<file path="src/hdl/spgd_pkg.sv">
// Shared types, constants and sizing functions of the symmetric prime gap detector
package spgd_pkg;

	localparam int PRIME_W         = 64;
	localparam int GAP_W           = 16;
	localparam int COUNT_W         = 6;
	localparam int DEF_WINDOW_GAPS = 32;
	localparam int DEF_MIN_GAPS    = 15;
	localparam int QUEUE_DEPTH     = 2;

	typedef logic [PRIME_W-1:0] prime_t;
	typedef logic [GAP_W-1:0]   gap_t;
	typedef logic [COUNT_W-1:0] count_t;

	localparam gap_t GAP_MAX = '1;

	typedef struct packed {
		prime_t next_prime;
	} prime_word_t;

	typedef struct packed {
		prime_t start_prime;
		count_t prime_count;
		logic   last_of_run;
	} pattern_word_t;

	// Center gap, counted from the oldest gap
	function automatic int spgd_center(int window_gaps);
		return (window_gaps >> 1) - 1;
	endfunction

	// Number of reportable lengths per series (odd or even)
	function automatic int spgd_checks(int window_gaps, int min_gaps);
		int c;
		int hm;
		c  = (window_gaps >> 1) - 1;
		hm = min_gaps >> 1;
		return (c >= hm) ? (c - hm + 1) : 0;
	endfunction

	// Slot count, at least one so that vectors never collapse
	function automatic int spgd_slots(int window_gaps, int min_gaps);
		return (spgd_checks(window_gaps, min_gaps) > 0) ? spgd_checks(window_gaps, min_gaps) : 1;
	endfunction

endpackage

</file>
<file path="src/hdl/spgd_stream_if.sv">
// Valid/ready stream interface carrying one word per handshake
interface spgd_stream_if #(
	parameter type payload_t = logic
) ();
	logic     valid;
	logic     ready;
	payload_t data;

	modport source (output valid, output data, input ready);
	modport sink (input valid, input data, output ready);
endinterface

</file>
<file path="src/hdl/spgd_front.sv">
// Front end: keeps the gap and prime windows and classifies each full window
module spgd_front import spgd_pkg::*; #(
	parameter int WINDOW_GAPS = DEF_WINDOW_GAPS,
	parameter int MIN_GAPS    = DEF_MIN_GAPS,
	localparam int SLOTS      = spgd_slots(WINDOW_GAPS, MIN_GAPS),
	localparam int JOB_W      = 2 * SLOTS + SLOTS * PRIME_W
) (
	input  logic               clk,
	input  logic               arst_n,
	spgd_stream_if.sink        primes,
	output logic               push_valid,
	input  logic               push_ready,
	output logic [JOB_W-1:0]   push_data
);
	localparam int C         = spgd_center(WINDOW_GAPS);
	localparam int HM        = MIN_GAPS >> 1;
	localparam int NJ        = spgd_checks(WINDOW_GAPS, MIN_GAPS);
	localparam int MASK_W    = 2 * SLOTS;
	localparam int FILL_W    = $clog2(WINDOW_GAPS + 2);
	localparam int FILL_FULL = WINDOW_GAPS + 1;

	logic [FILL_W-1:0]             fill_q;
	gap_t                          gaps_q [WINDOW_GAPS];
	prime_t                        hist_q [WINDOW_GAPS+1];
	logic                          chk_s1;
	prime_t                        newest;
	prime_t                        diff;
	gap_t                          gap_new;
	logic                          accept;
	logic                          done;
	logic [C:0]                    run_o;
	logic [C:0]                    run_e;
	logic [MASK_W-1:0]             mask;
	logic [SLOTS-1:0][PRIME_W-1:0] starts;

	// Gap to the newest prime, zero when not ascending, saturated above 16 bits
	always_comb begin
		newest = hist_q[WINDOW_GAPS];
		diff   = primes.data.next_prime - newest;
		if (primes.data.next_prime <= newest) begin
			gap_new = '0;
		end else if (|diff[PRIME_W-1:GAP_W]) begin
			gap_new = GAP_MAX;
		end else begin
			gap_new = diff[GAP_W-1:0];
		end
	end

	// Mirror compares around the center; a mismatch ends each series
	always_comb begin
		run_o[0] = 1'b1;
		for (int j = 1; j <= C; j++) begin
			run_o[j] = run_o[j-1] && (gaps_q[C-j] == gaps_q[C+j]);
		end
		run_e[0] = (gaps_q[C] == gaps_q[C+1]);
		for (int j = 1; j <= C; j++) begin
			run_e[j] = run_e[j-1] && (gaps_q[C-j] == gaps_q[C+1+j]);
		end
	end

	// Pick the reportable lengths and their start primes
	always_comb begin
		mask   = '0;
		starts = '0;
		for (int k = 0; k < SLOTS; k++) begin
			if (k < NJ) begin
				mask[k]         = run_o[HM+k];
				mask[SLOTS+k]   = run_e[HM+k];
				starts[k]       = hist_q[C-HM-k];
			end
		end
	end

	// Hand off only windows with matches; hold the window while the queue is full
	assign push_valid   = chk_s1 && (|mask);
	assign push_data    = {mask, starts};
	assign done         = !(|mask) || push_ready;
	assign primes.ready = !chk_s1 || done;
	assign accept       = primes.valid && primes.ready;

	// Advance fill count and classification flag
	always_ff @(posedge clk or negedge arst_n) begin
		if (!arst_n) begin
			fill_q <= '0;
			chk_s1 <= 1'b0;
		end else if (accept) begin
			if (fill_q != FILL_W'(FILL_FULL)) begin
				fill_q <= fill_q + 1'b1;
			end
			chk_s1 <= (fill_q >= FILL_W'(WINDOW_GAPS));
		end else if (done) begin
			chk_s1 <= 1'b0;
		end
	end

	// Shift the windows, oldest at index zero
	always_ff @(posedge clk) begin
		if (accept) begin
			for (int k = 0; k < WINDOW_GAPS; k++) begin
				hist_q[k] <= hist_q[k+1];
			end
			hist_q[WINDOW_GAPS] <= primes.data.next_prime;
			if (fill_q != '0) begin
				for (int k = 0; k < WINDOW_GAPS - 1; k++) begin
					gaps_q[k] <= gaps_q[k+1];
				end
				gaps_q[WINDOW_GAPS-1] <= gap_new;
			end
		end
	end

endmodule

</file>
<file path="src/hdl/spgd_queue.sv">
// Short first-in first-out queue between the front and back ends
module spgd_queue import spgd_pkg::*; #(
	parameter int WIDTH = 8,
	parameter int DEPTH = QUEUE_DEPTH
) (
	input  logic             clk,
	input  logic             arst_n,
	input  logic             push_valid,
	output logic             push_ready,
	input  logic [WIDTH-1:0] push_data,
	output logic             pop_valid,
	input  logic             pop_ready,
	output logic [WIDTH-1:0] pop_data
);
	localparam int AW = (DEPTH > 1) ? $clog2(DEPTH) : 1;

	logic [WIDTH-1:0] mem_q [DEPTH];
	logic [AW-1:0]    wr_ptr_q;
	logic [AW-1:0]    rd_ptr_q;
	logic [AW:0]      count_q;
	logic             push;
	logic             pop;

	assign push_ready = (count_q != (AW+1)'(DEPTH));
	assign pop_valid  = (count_q != '0);
	assign pop_data   = mem_q[rd_ptr_q];
	assign push       = push_valid && push_ready;
	assign pop        = pop_valid && pop_ready;

	// Advance pointers and occupancy
	always_ff @(posedge clk or negedge arst_n) begin
		if (!arst_n) begin
			wr_ptr_q <= '0;
			rd_ptr_q <= '0;
			count_q  <= '0;
		end else begin
			if (push) begin
				wr_ptr_q <= (wr_ptr_q == AW'(DEPTH - 1)) ? '0 : wr_ptr_q + 1'b1;
			end
			if (pop) begin
				rd_ptr_q <= (rd_ptr_q == AW'(DEPTH - 1)) ? '0 : rd_ptr_q + 1'b1;
			end
			if (push && !pop) begin
				count_q <= count_q + 1'b1;
			end else if (pop && !push) begin
				count_q <= count_q - 1'b1;
			end
		end
	end

	// Store pushed words
	always_ff @(posedge clk) begin
		if (push) begin
			mem_q[wr_ptr_q] <= push_data;
		end
	end

endmodule

</file>
<file path="src/hdl/spgd_back.sv">
// Back end: serializes the matches of one window into result words
module spgd_back import spgd_pkg::*; #(
	parameter int WINDOW_GAPS = DEF_WINDOW_GAPS,
	parameter int MIN_GAPS    = DEF_MIN_GAPS,
	localparam int SLOTS      = spgd_slots(WINDOW_GAPS, MIN_GAPS),
	localparam int JOB_W      = 2 * SLOTS + SLOTS * PRIME_W
) (
	input  logic             clk,
	input  logic             arst_n,
	input  logic             pop_valid,
	output logic             pop_ready,
	input  logic [JOB_W-1:0] pop_data,
	spgd_stream_if.source    patterns
);
	localparam int HM     = MIN_GAPS >> 1;
	localparam int MASK_W = 2 * SLOTS;

	logic [MASK_W-1:0]             mask_q;
	logic [SLOTS-1:0][PRIME_W-1:0] starts_q;
	logic                          out_valid_q;
	pattern_word_t                 out_word_q;
	logic [MASK_W-1:0]             pop_mask;
	logic [SLOTS-1:0][PRIME_W-1:0] pop_starts;
	logic [MASK_W-1:0]             low;
	logic [MASK_W-1:0]             rest;
	logic                          has;
	logic                          take;
	logic                          load;
	prime_t                        sel_prime;
	count_t                        sel_count;

	assign pop_mask   = pop_data[JOB_W-1 -: MASK_W];
	assign pop_starts = pop_data[SLOTS*PRIME_W-1:0];

	// Take the lowest pending match: odd lengths first, each series short to long
	assign has  = |mask_q;
	assign low  = mask_q & (~mask_q + 1'b1);
	assign rest = mask_q & ~low;
	assign take = has && (!out_valid_q || patterns.ready);

	// Load the next window once the current one is drained
	assign pop_ready = !has || (take && !(|rest));
	assign load      = pop_valid && pop_ready;

	// Select start prime and prime count of the chosen match
	always_comb begin
		sel_prime = '0;
		sel_count = '0;
		for (int k = 0; k < SLOTS; k++) begin
			sel_prime = sel_prime | ({PRIME_W{low[k] | low[SLOTS+k]}} & starts_q[k]);
			sel_count = sel_count | ({COUNT_W{low[k]}} & COUNT_W'(2 * (HM + k) + 2));
			sel_count = sel_count | ({COUNT_W{low[SLOTS+k]}} & COUNT_W'(2 * (HM + k) + 3));
		end
	end

	assign patterns.valid = out_valid_q;
	assign patterns.data  = out_word_q;

	// Advance pending matches and output valid
	always_ff @(posedge clk or negedge arst_n) begin
		if (!arst_n) begin
			mask_q      <= '0;
			out_valid_q <= 1'b0;
		end else begin
			if (load) begin
				mask_q <= pop_mask;
			end else if (take) begin
				mask_q <= rest;
			end
			if (take) begin
				out_valid_q <= 1'b1;
			end else if (patterns.ready) begin
				out_valid_q <= 1'b0;
			end
		end
	end

	// Hold window primes and the output word
	always_ff @(posedge clk) begin
		if (load) begin
			starts_q <= pop_starts;
		end
		if (take) begin
			out_word_q.start_prime <= sel_prime;
			out_word_q.prime_count <= sel_count;
			out_word_q.last_of_run <= !(|rest);
		end
	end

endmodule

</file>
<file path="src/hdl/symmetric_prime_gap_detector_top.sv">
// Accepts one prime per cycle unless stalled; the window shifts on acceptance.
// Results pass the check flag, the queue, the match mask and the output register;
// one prime's results leave it one per cycle when not stalled, odd lengths first.
// A two-entry queue between window and result stage lets primes keep flowing;
// input stalls only when that queue is full and a classified window matched.
// Reset clears fill count, flags and queue; no result before WINDOW_GAPS+1 primes.
module symmetric_prime_gap_detector_top import spgd_pkg::*; #(
	parameter int WINDOW_GAPS = DEF_WINDOW_GAPS,
	parameter int MIN_GAPS    = DEF_MIN_GAPS
) (
	input  logic          clk,
	input  logic          arst_n,
	spgd_stream_if.sink   primes,
	spgd_stream_if.source patterns
);
	localparam int SLOTS = spgd_slots(WINDOW_GAPS, MIN_GAPS);
	localparam int JOB_W = 2 * SLOTS + SLOTS * PRIME_W;

	logic             push_valid;
	logic             push_ready;
	logic [JOB_W-1:0] push_data;
	logic             pop_valid;
	logic             pop_ready;
	logic [JOB_W-1:0] pop_data;

	spgd_front #(
		.WINDOW_GAPS(WINDOW_GAPS),
		.MIN_GAPS   (MIN_GAPS)
	) u_front (
		.clk       (clk),
		.arst_n    (arst_n),
		.primes    (primes),
		.push_valid(push_valid),
		.push_ready(push_ready),
		.push_data (push_data)
	);

	spgd_queue #(
		.WIDTH(JOB_W),
		.DEPTH(QUEUE_DEPTH)
	) u_queue (
		.clk       (clk),
		.arst_n    (arst_n),
		.push_valid(push_valid),
		.push_ready(push_ready),
		.push_data (push_data),
		.pop_valid (pop_valid),
		.pop_ready (pop_ready),
		.pop_data  (pop_data)
	);

	spgd_back #(
		.WINDOW_GAPS(WINDOW_GAPS),
		.MIN_GAPS   (MIN_GAPS)
	) u_back (
		.clk      (clk),
		.arst_n   (arst_n),
		.pop_valid(pop_valid),
		.pop_ready(pop_ready),
		.pop_data (pop_data),
		.patterns (patterns)
	);

endmodule

</file>
<file path="src/flat_wrapper.sv">
// flat-port wrapper written by rule: the top's interface ports become plain ports
module symmetric_prime_gap_detector_top_flat import spgd_pkg::*;
#(
	parameter int WINDOW_GAPS = DEF_WINDOW_GAPS,
	parameter int MIN_GAPS    = DEF_MIN_GAPS
)
  (clk, arst_n, primes_valid, primes_data, primes_ready, patterns_valid, patterns_data, patterns_ready);
  spgd_stream_if #(.payload_t(prime_word_t)) primes_i ();
  spgd_stream_if #(.payload_t(pattern_word_t)) patterns_i ();
  input  logic clk;
  input  logic arst_n;
  input wire logic [$bits(primes_i.valid)-1:0] primes_valid;
  input wire logic [$bits(primes_i.data)-1:0] primes_data;
  output wire logic [$bits(primes_i.ready)-1:0] primes_ready;
  output wire logic [$bits(patterns_i.valid)-1:0] patterns_valid;
  output wire logic [$bits(patterns_i.data)-1:0] patterns_data;
  input wire logic [$bits(patterns_i.ready)-1:0] patterns_ready;
  assign primes_i.valid = primes_valid;
  assign primes_i.data = primes_data;
  assign primes_ready = primes_i.ready;
  assign patterns_valid = patterns_i.valid;
  assign patterns_data = patterns_i.data;
  assign patterns_i.ready = patterns_ready;
  symmetric_prime_gap_detector_top #(.WINDOW_GAPS(WINDOW_GAPS), .MIN_GAPS(MIN_GAPS)) u_core (.clk(clk), .arst_n(arst_n), .primes(primes_i), .patterns(patterns_i));
endmodule
</file>
<file path="config.mk">
export PLATFORM = sky130hd
export DESIGN_NAME = symmetric_prime_gap_detector_top_flat
export DESIGN_NICKNAME = d
export VERILOG_FILES = /design/src/hdl/spgd_pkg.sv /design/src/hdl/spgd_stream_if.sv /design/src/hdl/spgd_front.sv /design/src/hdl/spgd_queue.sv /design/src/hdl/spgd_back.sv /design/src/hdl/symmetric_prime_gap_detector_top.sv /design/src/flat_wrapper.sv
export SDC_FILE = /design/constraint.sdc
export NUM_CORES = 2
export LEC_CHECK = 0
export ABC_AREA = 0
export BUFFER_PORTS_ARGS = -buffer_cell sky130_fd_sc_hd__buf_2
export CAP_MARGIN = 0
export CORE_MARGIN = 10
export CORE_UTILIZATION = 55
export CTS_BUF_LIST = sky130_fd_sc_hd__clkbuf_8
export DETAILED_ROUTE_END_ITERATION = 6
export MAX_ROUTING_LAYER = met4
export PLACE_DENSITY = 0.74
export SLEW_MARGIN = 20
export SYNTH_ARGS = -nofsm -noshare
export SYNTH_HDL_FRONTEND = slang
export SYNTH_HIERARCHICAL = 1
export SYNTH_SLANG_ARGS = --single-unit
</file>
<file path="constraint.sdc">
create_clock -name clk -period 105.3 [get_ports clk]
set_clock_uncertainty 0.1 [all_clocks]
set_input_delay 10.53 -clock clk [delete_from_list [all_inputs] [get_ports clk]]
set_output_delay 10.53 -clock clk [all_outputs]
set_load 0.02 [all_outputs]
</file>
# [Word level (Yosys, flattened, before mapping)]
# Memories as Yosys holds them, arrays and structs flattened.
# Index checks and enable logic that the tools add are counted.
[classes] div=0 addsub=7 magnitude_cmp=2 shifts=0 bitwise=47 n_mul=0 mux=19 n_reduce_logical=59 n_eq_ne=33
[ops] operator="AND 64 bit" count=9
[ops] operator="bitwise OR 64 bit" count=8
[ops] operator="== test 16 bit" count=31
[ops] operator="bitwise OR 5 bit" count=15
[ops] operator="less-or-equal comparator 64 bit" count=1
[ops] operator="subtractor 64 bit" count=1
[ops] operator="OR reduction 18 bit" count=3
[ops] operator="OR reduction 48 bit" count=1
[ops] operator="logical AND 1 bit" count=37
[ops] operator="AND 18 bit" count=2
[ops] operator="2-to-1 mux 18 bit" count=2
[ops] operator="inverter 18 bit" count=2
[ops] operator="2-to-1 mux 16 bit" count=2
[ops] operator="adder 18 x 1 -> 18 bit (second input constant)" count=1
[ops] operator="2-to-1 mux 1 bit" count=13
[ops] operator="nonzero test 2 bit" count=5
[ops] operator="bitwise OR 1 bit" count=9
[ops] operator="logical NOT 1 bit" count=7
[ops] operator="adder 6 x 1 -> 6 bit (second input constant)" count=1
[ops] operator=">= comparator 6 bit (second input constant)" count=1
[ops] operator="inequality test 6 bit (second input constant)" count=1
[ops] operator="bitwise OR 5 x 6 -> 6 bit" count=1
[ops] operator="bitwise OR 6 bit" count=1
[ops] operator="nonzero test 6 bit" count=1
[ops] operator="7 further kinds" count=12
[totals] wordCells=189 ram_bits=3812 n_memories=3 latchBits=0 register_bits=677 romBits=0 out_inout_bits=73
[mem_list] name="u_core.u_front.hist_q" depth=33 width=64 rd=33 rd_ports_with_merged_regs=0 write_ports=33 line="spgd_front.sv:24" text="prime_t hist_q [WINDOW_GAPS+1];"
[mem_list] name="u_core.u_queue.mem_q" depth=2 width=594 rd=1 rd_ports_with_merged_regs=0 write_ports=1 line="spgd_queue.sv:17" text="logic [WIDTH-1:0] mem_q [DEPTH];"
[mem_list] name="u_core.u_front.gaps_q" depth=32 width=16 rd=32 rd_ports_with_merged_regs=0 write_ports=32 line="spgd_front.sv:23" text="gap_t gaps_q [WINDOW_GAPS];"

# [Logic depth before layout (Yosys ltp)]
# An unclocked memory read counts as a cell.
[depth] depth_word=24 depth_mapped=15 mapped_depth_nobuf=13

# [Modules after synthesis]
# Netlist, hierarchy kept.
[by_module_without_submodules] module="spgd_front" area_per_inst_um2=94180.3 instances=1 cells_per_inst=4753
[by_module_without_submodules] module="spgd_queue" area_per_inst_um2=45854.0 instances=1 cells_per_inst=1866
[by_module_without_submodules] module="spgd_back" area_per_inst_um2=23616.4 instances=1 cells_per_inst=1259

# [Least setup slack after synthesis]
# No wires, ideal clock.
[synth_timing] path_type="input port to flip-flop" from="input port primes_valid" to="register u_core.u_front.fill_q[1]" path_slack_ns=48.587 required_ns=105.029 t_arrival_ns=56.442 stages=4 path_cell_list="nand2_1 inv_1 nand2_1 mux2_2"
[synth_via] elab_chain_cells=2
[synth_rtl] item="start: declaration" line="flat_wrapper.sv:12" text="input wire logic [$bits(primes_i.valid)-1:0] primes_valid;"
[synth_rtl] item="logical AND 1 bit" line="spgd_front.sv:79" text="assign accept = primes.valid && primes.ready;"
[synth_rtl] item="named net u_core.u_front.accept" line="spgd_front.sv:29" text="logic accept;"
[synth_rtl] item="AND reduction 2 bit (no line)"
[synth_rtl] item="end signal: assignment" line="spgd_front.sv:88" text="fill_q <= fill_q + 1'b1;"
[synth_rtl] item="end: declaration" line="spgd_front.sv:22" text="logic [FILL_W-1:0] fill_q;"
# The timed path passes the listed nets, and every way through them passes these cells.
# A chain may end at the register's enable or synchronous reset.

==> out/metrics.cfg <==
[placement]
port_buffers=140
hpwl_um=154500
routabilityCongestion=0.9038
dp_slack_ns=89.40

[floorplanning]
core_area_mm2=0.2965
die-area_mm2=0.3198
start_util_pct=55.19
top_level_ports=141
fp.dieW_um=565.5
die_y_um=565.5
rows=200

[synthesis]
synth_seq_cells=4489
synth_top_area_share_pct=81.82
yosys_warnings=6
syn_area_mm2=0.1637
synthArstFlopShare_pct=0.6683
synth_nets=8015
synth.mux.area_fraction_pct=5.412
synth_compound_area_share_pct=2.565
synth_seq_area_share_pct=82.28
synth-simple-area-share_pct=2.419
synthXorXnorAreaFrac_pct=2.879
synthCells=7878
ys_top_cells_by_area=edfxtp_1, mux2_4, buf_4
yosysUniqueCellTypes=88
synth_top_cell_by_area=edfxtp_1
synth_top_family_by_area=multiplexers
synth_edf_count=4459
synthAdderAreaFrac_pct=0.5382
avgSynthCellArea_um2=20.77
synth-main-ff-cell=edfxtp_1

[clock_tree]
cts_tree=yes
cts_resized=0
root_buffer=clkbuf_8
numCtsBuffers=660
cts.sinks=4489
holdBufCountCts=0
clock_path_buffers=4
postCtsSetupBuffers=0
clk_pin_slew_worst_paths_ns=0.06
clock_latency_ns=1.13
h-tree-depth=6

[finish]
nets=8142
layout-drive-gt1-share_pct=19.39
syn2layout_area_growth_pct=7.512
fin_util_pct=59.33

[grt]
grt_overflow=0
grt_pass1_vias=68010
grt_pass1_wl_um=406500
grt_max_degree=210
antenna_found_initial=10
grt_use_total_pct=16.78

[outcome]
status=finished, final reports clean

[route]
dr_total_vias=67190
routed_wl_um=266200
first_pass_iters=6
dr.first_iter.drc_count=6416
viasPerCell=5.395
antenna_left=0
drc=0
wire_per_inst_um=21.37

[timing]
fmaxAchievable_ghz=0.06520
period_share_pct=14.56
setup_slack_ns=89.96
slew_violations=0
worstMarginPinSlew_ns=1.248
rsz0062_at_grt=false
finalSetupViolations=0
fin_crit_ns=15.34
maxSlewHeadroom_pct=16.82
hold_violations=0
setup_tns_ns=0

[critical_path]
worstPathArrival_ns=4.71
end_kind=output pin
crit_type=flop to output pin
crit_path_start_kind=flop
r2r-start=u_core/u_front/gaps_q[2][41]
crit_fanout=6
crit_required_ns=94.67
startpoint=u_core/u_front/gaps_q[2][41]

[power_and_ir_drop]
power_density_mw_per_mm2=23.55
irDropWorstVdd_mv=0.02590
leakage_nw=60.60

[worst_hold_path]
hold_class=flop to flop
hold_start=u_core/u_front/hist_q[0][942]

[flow_run]
max_cap_violations=0

==> state kept, by name, summed over array words and instances, names as in the netlist <==
name and flops:
u_core/u_back/mask_q 18, u_core/u_back/patterns.data 71, u_core/u_back/patterns.valid 1, u_core/u_back/starts_q 576
u_core/u_front/chk_s1 1, u_core/u_front/fill_q 6, u_core/u_front/gaps_q 512, u_core/u_front/hist_q 2112
u_core/u_queue/count_q 2, u_core/u_queue/mem_q 1188, u_core/u_queue/rd_ptr_q 1, u_core/u_queue/wr_ptr_q 1
==> where the power goes <==
group / internal [W] / total (W) / switching (W)
clock: 0.000615 / 0.00124 / 0.000626
combinational: 0.000233 / 0.000610 / 0.000377
sequential: 0.00220 / 0.00229 / 0.0000884
total: 0.00305 / 0.00414 / 0.00109
==> final timing paths <==
kind / endpoint / slack (ns) / cells past startpoint
max in group asynchronous: u_core/u_queue/rd_ptr_q / 95.20 / 1
hold reg to reg: u_core/u_front/hist_q[0][878] / 0.27 / 0
hold / removal: u_core/u_front/hist_q[0][878] / 0.27 / 0
setup / recovery: primes_ready / 89.96 / 8
setup reg to reg: u_core/u_queue/mem_q[0][553] / 96.27 / 13
min in group asynchronous: u_core/u_front/fill_q[5] / 9.34 / 1
==> per-stage QoR <==
stage | instance area (um^2) | power [W] | instances | hold WS [ns]
after floorplan | 163700 | 0.002953 | 7878 | 0.3003
after global placement | 164100 | 0.002926 | 11280 | 0.3003
after detailed placement | 164100 | 0.002943 | 11280 | 0.3045
after CTS | 175900 | 0.004192 | 12440 | 0.2670
after global routing | 175900 | 0.004321 | 12450 | 0.2576
final | 175900 | 0.004143 | 12460 | 0.2749
==> cell usage after synthesis (all sizes together) (8+ instances only) <==
cell / count
or4: 12
a31oi: 12
buf: 677
o21a: 19
a21oi: 117
o31ai: 10
clkbuf: 76
a211oi: 8
nor3: 45
inv: 98
a221oi: 71
nor2: 98
mux2: 597
nand2b: 12
or2: 10
nand4: 164
a222oi: 64
nand2: 246
xnor2: 219
xor2: 319
o21ai: 85
and2: 8
ha: 68
nor4: 102
nand3: 22
edfxtp: 4459
a21o: 24
and4: 14
dfrtp: 30
a22o: 67
==> routing by layer <==
metal | vias up | part of all wire, % | GRT usage, %
met4 | 0 | 2.3 | 4.869
met3 | 436 | 6.2 | 3.009
met5 | - | 0 | -
li1 | 30660 | - | -
met1 | 34010 | 45 | 24.03
met2 | 2088 | 47 | 25.04
==> final cells by class <==
class / count / area, um^2
Inverter: 98 / 375.4
Clock inverter: 490 / 2527
Fill cell: 20110 / 120600
Timing Repair Buffer: 218 / 1455
Multi-Input combinational cell: 2538 / 22740
Tap cell: 3939 / 4928
Clock buffer: 671 / 9235
Antenna cell: 12 / 30.03
Sequential cell: 4489 / 134700
==> cells by family after synthesis <==
| group | count (synthesis) |
|---|---|
| flops | 4489 |
| buf+inv | 851 |
| simple gates | 763 |
| mux | 604 |
| compound gates | 563 |
| xor+xnor | 538 |
| fa+ha+maj | 70 |
==> cells in the final DEF, fill, tap and decap left out, types with 65 or more instances in the layout <==
master    synthesis  layout
edfxtp_1       4459    4459
clkbuf_8          0     671
mux2_4          550     550
xor2_1          319     319
inv_1            98     318
nand2_1         246     246
xnor2_1         219     219
nand4_1         164     164
clkinv_1          0     161
buf_2            19     140
a21oi_1         104     104
nor4_1          100     100
nor2_1           97      92
a221oi_1         71      70
ha_1             68      68
o21ai_0          68      66
a22o_1           67      65
==> worst max-delay path: stages (launching register included) <==
cell	delay, ns
edfxtp_1	0.46
xor2_1	0.26
nor4_1	0.64
nand4_1	0.18
nor4_1	0.40
nand4_1	0.58
a21boi_0	0.57
nand2b_1	0.25
buf_2	0.23
Power figures use the tool's default switching activity.
